$ cat src/sv/vfvs_pkg.sv
`timescale 1ns / 1ps
// vfvs_pkg: shared types and constants for the voxel face visibility store.
// Depends on nothing; imported by every module of the block.
package vfvs_pkg;

   // Operation codes carried in req_tuser.
   localparam logic OP_WRITE = 1'b0;
   localparam logic OP_QUERY = 1'b1;

   localparam int COORD_W     = 6;
   localparam int BT_W        = 3;
   localparam int MASK_W      = 6;
   localparam int REQ_TDATA_W = 24;
   localparam int RSP_TDATA_W = 16;

   // Face bits of the result mask.
   localparam int FACE_YM = 0;
   localparam int FACE_YP = 1;
   localparam int FACE_XM = 2;
   localparam int FACE_XP = 3;
   localparam int FACE_ZP = 4;
   localparam int FACE_ZM = 5;

   // Command queue between front and back.
   localparam int FIFO_DEPTH = 2;
   localparam int FIFO_PW    = $clog2(FIFO_DEPTH);
   localparam int FIFO_CW    = $clog2(FIFO_DEPTH + 1);

   typedef struct packed {
      logic               op;
      logic [COORD_W-1:0] x;
      logic [COORD_W-1:0] y;
      logic [COORD_W-1:0] z;
      logic [BT_W-1:0]    block_type;
   } cmd_type;

   typedef struct packed {
      logic [BT_W-1:0]   block_kind;
      logic [MASK_W-1:0] face_mask;
   } rsp_type;

endpackage

$ cat src/sv/vfvs_fifo.sv
`timescale 1ns / 1ps
// vfvs_fifo: short command queue that decouples the front from the back.
// Uses vfvs_pkg for the command type and depth.
module vfvs_fifo
   import vfvs_pkg::*;
(
   input  logic    clock,
   input  logic    reset,
   input  logic    push,
   input  cmd_type push_cmd,
   output logic    full,
   input  logic    pop,
   output logic    head_valid,
   output cmd_type head_cmd
);

   cmd_type            slot_ff [FIFO_DEPTH];
   logic [FIFO_PW-1:0] wr_ptr_ff, wr_ptr_in;
   logic [FIFO_PW-1:0] rd_ptr_ff, rd_ptr_in;
   logic [FIFO_CW-1:0] count_ff, count_in;

   assign full       = (count_ff == FIFO_CW'(FIFO_DEPTH));
   assign head_valid = (count_ff != '0);
   assign head_cmd   = slot_ff[rd_ptr_ff];

   always_comb begin
      wr_ptr_in = wr_ptr_ff;
      rd_ptr_in = rd_ptr_ff;
      count_in  = count_ff;
      if (push) begin
         wr_ptr_in = (wr_ptr_ff == FIFO_PW'(FIFO_DEPTH - 1)) ? '0 : wr_ptr_ff + 1'b1;
      end
      if (pop) begin
         rd_ptr_in = (rd_ptr_ff == FIFO_PW'(FIFO_DEPTH - 1)) ? '0 : rd_ptr_ff + 1'b1;
      end
      if (push && !pop) begin
         count_in = count_ff + 1'b1;
      end else if (pop && !push) begin
         count_in = count_ff - 1'b1;
      end
   end

   always_ff @(posedge clock) begin
      if (reset) begin
         wr_ptr_ff <= '0;
         rd_ptr_ff <= '0;
         count_ff  <= '0;
      end else begin
         wr_ptr_ff <= wr_ptr_in;
         rd_ptr_ff <= rd_ptr_in;
         count_ff  <= count_in;
      end
   end

   always_ff @(posedge clock) begin
      if (push) begin
         slot_ff[wr_ptr_ff] <= push_cmd;
      end
   end

endmodule

$ cat config.mk
export PLATFORM = sky130hd
export DESIGN_NAME = vfvs_fifo
export DESIGN_NICKNAME = d
export VERILOG_FILES = /design/src/sv/vfvs_pkg.sv /design/src/sv/vfvs_fifo.sv
export SDC_FILE = /design/constraint.sdc
export NUM_CORES = 1
export LEC_CHECK = 0
export ABC_AREA = 1
export BUFFER_PORTS_ARGS = -buffer_cell sky130_fd_sc_hd__buf_4
export CORE_UTILIZATION = 46
export DETAILED_ROUTE_END_ITERATION = 16
export PLACE_DENSITY = 0.85
export SLEW_MARGIN = 25
export SYNTH_ARGS = -nofsm -noshare
export SYNTH_HDL_FRONTEND = slang
export SYNTH_SLANG_ARGS = --single-unit
$ cat constraint.sdc
create_clock -name clock -period 1.79 [get_ports clock]
set_input_delay 0.358 -clock clock [delete_from_list [all_inputs] [get_ports clock]]
set_output_delay 0.358 -clock clock [all_outputs]
set_load 0.1 [all_outputs]
## Yosys cells after proc, flatten, opt, wreduce, memory -nomap -nowiden

Memories as Yosys holds them, arrays and structs flattened. A register that Yosys moved wholly into a read port is not among the register bits.
Cells that the tools add are included.
W data, S select, Z words.

- Logic and storage cells: 23
- Memories kept: 1
- Memory bits (writable): 44
- Input port bits: 26
- Output and inout bits: 24
- Register bits: 4

Memories:

| memory | words | width | read ports | clocked after memory_dff | wr ports | RTL line | source |
|---|---|---|---|---|---|---|---|
| slot_ff | 2 | 22 | 1 | 1 | 1 | vfvs_fifo.sv:17 | `cmd_type slot_ff [FIFO_DEPTH];` |

- Add/sub/neg operators: 4
- Reductions and logical operators: 6
- Eq/ne operators: 1
- Mux-type cells: 8

Operators by type and width:

| cell | number |
|---|---|
| $mux W1 | 6 |
| $mux W2 | 2 |
| $reduce_bool A2 Y1 | 2 |
| $add A1 B1 Y1 const B | 2 |
| $add A2 B1 Y2 const B | 1 |
| $eq A2 B2 Y1 const B | 1 |
| $logic_and A1 B1 Y1 | 2 |
| $logic_not A1 Y1 | 2 |
| $sub A2 B1 Y2 const B | 1 |

## Logic depth before layout (Yosys ltp)

- Depth after elaboration: 4
- Depth in mapped cells: 8
- Mapped depth without buffers: 8

## Least setup slack after synthesis

No wires, ideal clock.

- Path type: reg2out
- Start: register count_ff[1]
- End: output port full
- Slack: -185 ps
- Data required time: 1,432 ps
- Data arrival time: 1,617 ps
- Path buffers: 0
- Cell stages (with the launch flop): 3
- Cell sequence: dfxtp_1 > inv_1 > nor2_1

- Longest elaborated chain between the ends: 1

RTL lines:

| what | RTL line | source |
|---|---|---|
| start: declaration | vfvs_fifo.sv:20 | `logic [FIFO_CW-1:0] count_ff, count_in;` |
| start signal: assignment | vfvs_fifo.sv:51 | `count_ff <= count_in;` |
| $eq A2 B2 Y1 | vfvs_fifo.sv:22 | `assign full = (count_ff == FIFO_CW'(FIFO_DEPTH));` |
| end: declaration | vfvs_fifo.sv:11 | `output logic full,` |

Every way passes these cells.

==> impl_metrics.yaml <==
final_layout:
  multi_input_area_um2: 345
  final_nets: 189
  n_antenna_cell: 0
  area_growth_pct: 37.2
  final_cell_area_mm2: 0.00249
  drive_above_1_share_pct: 54.6
  regArea_mm2: 0.00143
  fillCellCount: 254
  stdcell_count: 211
clock_tree:
  clockRootBuffer: "clkbuf_8"
  cts_tree: "built"
  clk_latency_ns: 0.30
  clk_pin_slew_ns: 0.09
  max-clock-path-buffers: 2
  cts_setup_buffers: 0
  cts.sinks: 49
  htree_levels: 2
  cts_buffers: 5
  hold_buffers: 0
timing:
  relSlewSlack_pct: 81.4
  skew_ns: 0.00746
  fmax_mhz: 571
  setup_viol: 0
  min_period_ns: 1.75
  hold_viol: 0
  finalCritPeriodShare_pct: 97.8
  finalSetupTns_ns: 0
  maxSlewViolCount: 0
  timing.hold.ws_ns: 0.230
  worst_pin_slew_ns: 0.282
  rsz0062_at_grt: "true"
global_route:
  antenna_found_initial: 0
  grt_max_degree: 17
  grt_pass1_vias: 1114
  grtUsageTotal_pct: 17.4
  grt_pass1_wl_um: 5130
  grt_overflow: 0
setup_path:
  start_kind: "flop"
  crit_top_cell: "buf_6"
  crit_chain: "buf_6 > mux2_2 > buf_6"
  critPathSlowestCell: "dfxtp_4"
  end_kind: "primary output"
  worst-endpoint-arrival_ns: 1.39
  cp.required_ns: 1.43
  worst-setup-path-type: "reg2out"
  regToRegSetupSlack_ns: 0.79
  crit_path_max_incr_delay_ns: 0.38
  endpoint: "head_cmd[10]"
  regToRegStartpoint: "wr_ptr_ff$_SDFFE_PP0P_"
  reg2reg_depth: 3
  path_max_fanout: 9
  rr_endpoint: "slot_ff[1][4]$_DFFE_PP_"
logic_synthesis:
  synth_fa_ha_area_share_pct: 0.688
  syn_inst: 101
  seq_area_frac_synth_pct: 78.2
  ys.warnings.count: 0
  synth_compound_area_share_pct: 0.551
  yosys.area.top_type: "edfxtp_1"
  synthMuxAreaShare_pct: 13.6
  yosys_register_bits: 49
  synth_top_family_by_area: "multiplexers"
  synthesis.nets: 128
  synth.top_cell.area_share_pct: 72.7
  synthSimpleGateAreaFrac_pct: 3.37
  synth_area_per_cell_um2: 18.0
  synth_xor_area_share_pct: 0.482
  syn_area_mm2: 0.00182
  netlist_top_cells_area: "edfxtp_1 73%, mux2_2 14%, dfxtp_1 5.5%"
  ys_types: 14
job:
  max-cap-violations: 0
floorplan:
  start_util_pct: 48.9
  dieArea_mm2: 0.00421
  dieHeight_um: 64.9
  rows: 22
  die_w_um: 64.9
  pin_count: 50
  core_mm2: 0.00372
pwr:
  power_density_mw_per_mm2: 1160
  p_total_mw: 2.90
  p_leak_nw: 0.984
  peakVddDrop_uv: 622
routing:
  viasPerCell: 4.97
  wl_per_cell_um: 15.8
  vias: 1048
  drc: 0
  drt-total-wl_um: 3340
  ant_nets: 0
  firstDrtPassIters: 4
  drtIter0Drc: 46
placed_design:
  place_area_mm2: 0.00227
  dp_cells: 202
  dp_hpwl_um: 2270
  place.gp.congestion: 0.666
  numPortBuffers: 49
hold_path:
  min_path_type: "in2reg"
status:
  run_status: "finished, final reports clean"
-- power by group --
group	internal [mW]	total (mW)	switching (mW)
registers	1.32	1.34	0.0235
clock network	0.418	0.776	0.358
logic	0.227	0.786	0.560
total	1.96	2.90	0.942
-- state kept, by name, summed over array words and instances (netlist names), named ones only --
signal / cells
wr_ptr_ff: 1
rd_ptr_ff: 1
slot_ff: 44
count_ff: 2
-- synthesized netlist by cell type --
cell and n:
nand3_1 1, mux2_2 22, edfxtp_1 44, o21ai_0 1
xnor2_1 1, inv_1 9, ha_1 1, a21oi_1 1
buf_6 2, nand4_1 1, nand2_1 6, dfxtp_1 5
nor3_1 1, nor2_1 6
-- logic make-up after synthesis --
group                      count (synthesis)
AOI/OAI and AO/OA                          2
adders and majority gates                  1
DFF                                       49
muxes                                     22
and+or+nand+nor                           15
xor gates and xnor gates                   1
buffers and inverters                     11
-- worst min path at each step --
stage	start	to	slack [ns]	depth (start not counted)
after floorplan	reset	flop	0.43	1
after global placement	rd_ptr_ff$_SDFFE_PP0P_	rd_ptr_ff$_SDFFE_PP0P_	0.50	2
after detailed placement	wr_ptr_ff$_SDFFE_PP0P_	wr_ptr_ff$_SDFFE_PP0P_	0.53	2
after CTS	reset	flop	0.23	2
after global routing	push_cmd[9]	slot_ff[0][9]$_DFFE_PP_	0.22	1
final	reset	flop	0.23	2
-- metal layers --
metal / GRT usage (%) / up-vias / wire, µm
met3: 6.16 / 9 / 164
li1: - / 486 / -
met5: 0 / - / 0
met1: 19.4 / 513 / 1270
met4: 8.33 / 0 / 87
met2: 29.4 / 40 / 1820
-- worst max-delay path, delay by kind of cell (launching register included) --
family	cells	cell delay, ns
flops	1	0.38
buf+inv	2	0.34
mux	1	0.36
-- metrics by stage --
stage          setup WS, ns  utilization (%)
4_1_cts             0.00233             64.8
3_3_place_gp          0.321             61.2
3_5_place_dp          0.284             61.2
6_report             0.0388             67.1
5_1_grt             -0.0102             67.1
2_1_floorplan        0.0590                -
-- placed cells by master (no fill, tap or decap), types with 2 or more instances in the layout --
cell type / n
dfxtp_1: 4
nor2_1: 4
buf_6: 23
nor2_2: 2
buf_4: 32
inv_1: 9
nand2_1: 6
mux2_2: 22
clkbuf_8: 5
edfxtp_1: 44
-- repair_timing --
action | in CTS | in global routing
pin swaps | 0 | 0
setup endpoints to repair | 22 | 22
gates resized for setup | 5 | 23
hold endpoints to repair | 0 | 0
cloned | 1 | 0
-- final cells by class --
class                   count  share of cell area [%]
clock buffers               5                    2.76
clock inverters             3                    1.86
inverters                   9                    1.35
multi-input cells          41                    13.8
flip-flops and latches     49                    57.2
well taps                  48                    2.41
repair buffers             56                    20.6
No activity file was read; power rests on OpenSTA's default activity.
