<file path="config.mk">
export PLATFORM = sky130hd
export DESIGN_NAME = vfvs_front
export DESIGN_NICKNAME = d
export VERILOG_FILES = /design/src/sv/vfvs_pkg.sv /design/src/sv/vfvs_front.sv
export SDC_FILE = /design/constraint.sdc
export NUM_CORES = 1
export LEC_CHECK = 0
export BUFFER_PORTS_ARGS = -buffer_cell sky130_fd_sc_hd__buf_2
export CORE_AREA = 4 4 41 43
export DETAILED_ROUTE_END_ITERATION = 10
export DIE_AREA = 0 0 45 47
export PLACE_DENSITY = 0.67
export SETUP_SLACK_MARGIN = 0.4
export SLEW_MARGIN = 20
export SYNTH_ARGS = -nofsm -noshare
export SYNTH_HDL_FRONTEND = slang
export SYNTH_SLANG_ARGS = --single-unit
</file>
<file path="constraint.sdc">
create_clock -name vclk -period 1.1
set_input_delay 0.22 -clock vclk [all_inputs]
set_output_delay 0.22 -clock vclk [all_outputs]
set_load 0.005 [all_outputs]
</file>
<file path="src/sv/vfvs_pkg.sv">
`timescale 1ns / 1ps
// vfvs_pkg: shared types and constants for the voxel face visibility store.
// Depends on nothing; imported by every module of the block.
package vfvs_pkg;

   // Operation codes carried in req_tuser.
   localparam logic OP_WRITE = 1'b0;
   localparam logic OP_QUERY = 1'b1;

   localparam int COORD_W     = 6;
   localparam int BT_W        = 3;
   localparam int MASK_W      = 6;
   localparam int REQ_TDATA_W = 24;
   localparam int RSP_TDATA_W = 16;

   // Face bits of the result mask.
   localparam int FACE_YM = 0;
   localparam int FACE_YP = 1;
   localparam int FACE_XM = 2;
   localparam int FACE_XP = 3;
   localparam int FACE_ZP = 4;
   localparam int FACE_ZM = 5;

   // Command queue between front and back.
   localparam int FIFO_DEPTH = 2;
   localparam int FIFO_PW    = $clog2(FIFO_DEPTH);
   localparam int FIFO_CW    = $clog2(FIFO_DEPTH + 1);

   typedef struct packed {
      logic               op;
      logic [COORD_W-1:0] x;
      logic [COORD_W-1:0] y;
      logic [COORD_W-1:0] z;
      logic [BT_W-1:0]    block_type;
   } cmd_type;

   typedef struct packed {
      logic [BT_W-1:0]   block_kind;
      logic [MASK_W-1:0] face_mask;
   } rsp_type;

endpackage

</file>
<file path="src/sv/vfvs_front.sv">
`timescale 1ns / 1ps
// vfvs_front: accepts request words, range-checks and classifies them,
// and pushes the kept commands into the queue. Uses vfvs_pkg.
module vfvs_front
   import vfvs_pkg::*;
#(
   parameter int SIDE   = 16,
   parameter int HEIGHT = 64
) (
   input  logic                   req_tvalid,
   output logic                   req_tready,
   input  logic [REQ_TDATA_W-1:0] req_tdata,
   input  logic [0:0]             req_tuser,
   input  logic                   fifo_full,
   input  logic                   clearing,
   output logic                   push,
   output cmd_type                push_cmd
);

   logic signed [COORD_W-1:0] xs;
   logic signed [COORD_W-1:0] ys;
   logic        [COORD_W-1:0] zu;
   logic                      z_ok;
   logic                      write_ok;
   logic                      query_ok;
   logic                      accept;

   assign xs = $signed(req_tdata[5:0]);
   assign ys = $signed(req_tdata[11:6]);
   assign zu = req_tdata[17:12];

   assign z_ok     = int'({1'b0, zu}) < HEIGHT;
   // border columns are writable, only interior columns are queryable
   assign write_ok = (xs >= -1) && (xs <= SIDE) && (ys >= -1) && (ys <= SIDE) && z_ok;
   assign query_ok = (xs >= 0) && (xs < SIDE) && (ys >= 0) && (ys < SIDE) && z_ok;

   assign req_tready = !fifo_full && !clearing;
   assign accept     = req_tvalid && req_tready;
   assign push       = accept && ((req_tuser[0] == OP_QUERY) ? query_ok : write_ok);

   assign push_cmd.op         = req_tuser[0];
   assign push_cmd.x          = req_tdata[5:0];
   assign push_cmd.y          = req_tdata[11:6];
   assign push_cmd.z          = zu;
   assign push_cmd.block_type = req_tdata[20:18];

endmodule

</file>
Word-level counts from Yosys, hierarchy flattened
Index checks and enable logic that the tools add are counted.

Word-level logic and storage cells: 20. Register bits after elaboration: 0. Input bits: 28.

Mux-type cells: 1. Reductions and logical operators: 11. $lt $le $gt $ge: 8.

Operators with widths (number): >= comparator 6 x 1 -> 1 bit, second input constant (4); less-or-equal comparator 6 bit, second input constant (2); < comparator 6 bit, second input constant (2); logical AND 1 bit (9); zero test 1 bit (2); 2-to-1 mux 1 bit (1).

Longest topological paths before layout
Gate-level depths: netlist of run 1.

Word-level depth: 6. Depth in mapped cells: 3. Depth with buffers taken out: 3.

Worst setup path after synthesis of run 1
Ideal clock, no wire load.

Path type: in2out. Start: input port req_tdata[8]. End: output port push. Arrival: 0.969 ns. Stages: 3. Slack: -0.089 ns. Cells stage by stage: o41a_1 -> o22a_1 -> a211oi_2.

Cells in the longest elaborated chain, start to end: 5. Elaborated cells on any way between the ends: 10.

RTL lines: from (decl) (RTL line vfvs_front.sv:12) `input logic [REQ_TDATA_W-1:0] req_tdata,`; >= comparator 6 x 1 -> 1 bit, on equally long branches (RTL line vfvs_front.sv:34, vfvs_front.sv:35); logical AND 1 bit, on equally long branches (2 in a row) (RTL line vfvs_front.sv:34, vfvs_front.sv:35); 2-to-1 mux 1 bit (*) (RTL line vfvs_front.sv:39) `assign push = accept && ((req_tuser[0] == OP_QUERY) ? query_ok : write_ok);`; logical AND 1 bit (*) (RTL line vfvs_front.sv:39); to (decl) (RTL line vfvs_front.sv:16) `output logic push,`.

Mark *: on every way between the ends. The rest lies on a longest branch, timed or not.

Worst setup path in the final report of run 1
Ends and elaborated chain as after synthesis.

==> results.json, run 1 <==
{
  "detail_route.wl_per_cell_um": 12.3,
  "setup_slack_ps": -318,
  "ys.warnings.count": 0,
  "detail_route.vias_per_cell": 4.24,
  "grt_use_total_pct": 5.35,
  "synth_top_cells_by_area": "buf_4 67%, a211oi_2 5.1%, o41a_1 4.6%",
  "portBuffers": 31,
  "seq_cells": 0,
  "area.sequential_um2": 0,
  "failed_checks": "setup timing",
  "syn_area_per_cell_um2": 7.43,
  "drive_gt1_share_pct": 85.1,
  "outcome": "finished with violations",
  "power_per_cell_area_nw_per_um2": 348,
  "pin_count_of_the_biggest_net_entering_global_routing": 5,
  "hpwl_um": 620,
  "number_of_nets_in_the_layout": 77,
  "wirelength_um": 764,
  "final_util_pct": 30.4,
  "io-pin-count": 52,
  "place.gp.congestion": 0.718,
  "req_time_crit_path_ps": 880,
  "synthesis.instances": 33,
  "cp_slowest_stage_delay_ps": 400,
  "antenna_violations_before_repair": 0,
  "min_period_over_period_pct": 129,
  "max-slew-margin-rel_pct": 82.9,
  "initial_utilization_pct": 18.8,
  "timing.fmax_mhz": 705,
  "gr-total-overflow": 0,
  "ir_drop_uv": 83.7,
  "crit_path_cell_trace": "buf_6, o41a_1, o22a_1, a211oi_2, buf_2",
  "die_w_um": 45,
  "routed-via-count": 263,
  "worst_pin_slew_ps": 256,
  "final_antenna_net_count": 0,
  "synthesis.nets": 61,
  "mappedNetlistArea_um2": 245,
  "holdCritPathClass": "input pin to primary output",
  "final_hold_viol_count": 0,
  "grt_setup_unrepaired": "yes",
  "placement.setup.worst_slack_ps": -354,
  "synthMostInstantiatedCell": "buf_4",
  "die-area_um2": 2120,
  "critical_path_class": "input pin to primary output",
  "grt_pass1_vias": 212,
  "clock_buffer_count": 0,
  "timing.critical_path.buf_inv": 2,
  "vertical_die_dimension_um": 47,
  "placeableCoreArea_um2": 1300,
  "cpMaxStageDelayCell": "o41a_1",
  "rows": 13,
  "timing_max_transition_violations_final": 0,
  "synth.top_cell.area_share_pct": 67.3,
  "area.growth.synth_to_final_pct": 61.2,
  "static-leakage-power_nw": 0.199,
  "antenna-diode-count": 0,
  "path_delay_family": "compound AO/OA/AOI/OAI gates",
  "grt_pass1_wl_um": 869,
  "critPathLaunchType": "input pin",
  "firstDrtPassIters": 1,
  "endpoint_class_of_the_critical_path": "primary output",
  "critPathMaxFanout": 2,
  "synthDistinctLibCells": 12,
  "finalCriticalPeriod_ps": 1420,
  "max-cap-violations": 0,
  "drt-initial-drc-count": 0,
  "synth_area_leader_cell": "buf_4",
  "setup_violations": 1,
  "yosysSeqAreaShare_pct": 0,
  "data_arrival_time_of_the_critical_path_ps": 1200,
  "drcViolationCount": 0
}
## placed cells by master (no fill, tap or decap)
| cell type | instances |
|---|---|
| nand3_1 | 1 |
| o22a_1 | 1 |
| and3_1 | 1 |
| a211oi_2 | 1 |
| nand2_1 | 1 |
| nor2_4 | 1 |
| o41a_1 | 1 |
| buf_2 | 22 |
| buf_4 | 2 |
| nand4_1 | 1 |
| buf_6 | 11 |
| o41ai_4 | 1 |
| buf_8 | 1 |
| o2111ai_2 | 1 |
| o21ai_0 | 1 |
## path summary, 6_finish.rpt
check	end	startpoint	depth (start not counted)
max	push	req_tdata[8]	5
min	push_cmd[0]	req_tdata[18]	0
## final cells by class
| cell class | count | area, um^2 |
|---|---|---|
| well taps | 15 | 18.8 |
| fillers | 154 | 906 |
| repair buffers | 36 | 264 |
| multi-input cells | 11 | 113 |
## report_power, final
group | internal (mW) | switching [mW] | leakage [nW]
clock | 0 | 0 | 0
sequential | 0 | 0 | 0
combinational | 0.0855 | 0.0520 | 0.199
## repair_timing
action | CTS | global route
endpoints found under the setup margin | 4 | 4
endpoints found under the hold margin | 0 | 0
setup buffers | 1 | 2
gates resized for setup | 13 | 6
hold buffers | 0 | 0
pin swaps | 0 | 1
## routing by layer
metal	vias up	share of wire, %	routed length (um)	GRT usage (%)
met4	0	0.65	5	0.585
met1	120	33	250	4.94
met5	-	0	0	0
li1	126	-	-	-
met2	15	55	422	12.4
met3	2	11	86	0.383
## through the flow
| step | std cells | setup TNS [ps] | total power [mW] | area, um^2 | hold slack, ps |
|---|---|---|---|---|---|
| floorplan | 33 | -89.2 | 0.0779 | 245 | 474 |
| global placement | 59 | -337 | 0.0886 | 269 | 440 |
| detailed placement | 59 | -354 | 0.0908 | 269 | 440 |
| CTS | 60 | -336 | 0.120 | 347 | 440 |
| global route | 62 | -343 | 0.148 | 395 | 440 |
| finish | 62 | -318 | 0.138 | 395 | 440 |
## cells by family after synthesis
group                  Yosys count  synth area share (%)
buffers and inverters           22                  67.3
AND/OR/NAND/NOR                  5                  10.2
AO/OA/AOI/OAI                    6                  22.4
No activity file was read; power rests on OpenSTA's default activity.
==> run 2: changes to the inputs <==
PLACE_DENSITY = 0.7   (was 0.67)
==> run 2 against run 1 <==
Effect of this change:
- the run still ends with setup timing left
- highest routed layer unchanged
- hold slack is the same
- sequential share of layout area is the same
- maximum frequency is essentially flat
- core utilization shrank 0.19 points
- largest power group unchanged
- critical path depth is the same
- cell count shrank 3.2%
- design area shrank 0.63%
==> results.json, run 2 (synthesis gave the netlist of run 1 again) <==
{
  "outcome": "finished with violations",
  "failed_checks": "setup timing",
  "timing_max_transition_violations_final": 0,
  "area.sequential_um2": 0,
  "data_arrival_time_of_the_critical_path_ps": 1200,
  "seq_cells": 0,
  "placed_cell_area_um2": 277,
  "swShare_pct": 36.5,
  "final_cell_area_um2": 393,
  "static-leakage-power_nw": 0.196,
  "detail_route.vias_per_cell": 4.33,
  "initial_utilization_pct": 18.8,
  "power.share.combinational_pct": 100.0,
  "holdCritPathClass": "input pin to primary output",
  "antenna-diode-count": 0,
  "die_w_um": 45,
  "grt_use_total_pct": 6.69,
  "io-pin-count": 52,
  "clock_power_share_pct": 0,
  "grt_setup_unrepaired": "yes",
  "place.gp.congestion": 0.722,
  "finalCriticalPeriod_ps": 1420,
  "drt-initial-drc-count": 2,
  "grt_pass1_vias": 258,
  "grt_pass1_wl_mm": 1.09,
  "cp_num_cells": 5,
  "ir_drop_uv": 98.2,
  "path_delay_family": "compound AO/OA/AOI/OAI gates",
  "setup_violations": 1,
  "setup_slack_ps": -319,
  "timing.fmax_mhz": 705,
  "die-area_um2": 2120,
  "final_antenna_net_count": 0,
  "worstSetupEndpoint": "push",
  "most_common_library_cell_in_the_layout_ignoring_fill_and_taps": "buf_2",
  "crit_path_cell_trace": "buf_6, o41a_1, o22a_1, a211oi_2, buf_2",
  "power_switching_mw": 0.0502,
  "max-slew-margin-rel_pct": 84.0,
  "drcViolationCount": 0,
  "mostFrequentLayoutCells": "19 x buf_2, 12 x buf_6, 2 x buf_8",
  "antenna_violations_before_repair": 0,
  "power_per_cell_area_nw_per_um2": 350,
  "timing.critical_path.buf_inv": 2,
  "crit_start": "req_tdata[8]",
  "final_hold_viol_count": 0,
  "cp_slowest_stage_delay_ps": 400,
  "routed-via-count": 260,
  "wirelength_um": 774,
  "fill_cells": 149,
  "max-cap-violations": 0,
  "fin_hold_ws_ps": 440,
  "worst_hold_path.num_cells": 0,
  "critPathLaunchType": "input pin",
  "vertical_die_dimension_um": 47,
  "pin_count_of_the_biggest_net_entering_global_routing": 5,
  "placeableCoreArea_um2": 1300,
  "critical_path_class": "input pin to primary output",
  "endpoint_class_of_the_critical_path": "primary output",
  "clock_buffer_count": 0,
  "req_time_crit_path_ps": 880,
  "cpMaxStageDelayCell": "o41a_1",
  "area.growth.synth_to_final_pct": 60.2,
  "critPathMaxFanout": 2,
  "portBuffers": 31,
  "rows": 13,
  "sequentialPowerShare_pct": 0,
  "firstDrtPassIters": 2,
  "drive_gt1_share_pct": 82.2,
  "number_of_nets_in_the_layout": 75,
  "cts-hold-fix-buffers": 0,
  "worst_pin_slew_ps": 239,
  "detail_route.wl_per_cell_um": 12.9,
  "hpwl_um": 622,
  "min_period_over_period_pct": 129,
  "fin_total_pwr_mw": 0.137,
  "gr-total-overflow": 0,
  "power.internal_mw": 0.0873,
  "fin_tns_setup_ps": -319
}
[run 2: per-stage QoR]
stage	utilization, %	worst slack, ps	std cells
after floorplan	-	-89.2	33
after global placement	21.3	-349	60
after detailed placement	21.3	-368	60
after CTS	27.6	-339	60
after global routing	30.2	-368	60
final	30.2	-319	60
[run 2: metal layers]
layer | track usage (%) | up-vias | wire length (um)
met1 | 6.29 | 115 | 226
met3 | 0.383 | 4 | 78
met5 | 0 | - | 0
met4 | 1.17 | 0 | 9
met2 | 15.3 | 19 | 460
li1 | - | 122 | -
[run 2: power groups by stage]
stage                     sequential (mW)  clock [mW]  combinational (mW)
after floorplan                         0           0              0.0779
after global placement                  0           0              0.0913
after detailed placement                0           0              0.0931
after CTS                               0           0               0.125
after global routing                    0           0               0.150
final                                   0           0               0.137
[run 2: final cells by class]
class / instances / area, um^2 / area share, %
multi-input combinational: 11 / 106 / 27.1
timing repair buffer: 34 / 268 / 68.2
tap: 15 / 18.8 / 4.78
[run 2: repair_timing]
item                                   CTS  global route
setup endpoints to repair                5             7
resized for setup                       15             6
buffers inserted                         0             0
endpoints found under the hold margin    0             0
[run 2: worst min path at each step]
stage	startpoint	end	slack, ps
finish	req_tdata[13]	push_cmd[4]	440
global route	req_tdata[14]	push_cmd[5]	440
CTS	req_tdata[13]	push_cmd[4]	440
detailed placement	req_tdata[13]	push_cmd[4]	440
global placement	req_tdata[13]	push_cmd[4]	440
floorplan	fifo_full	req_tready	470
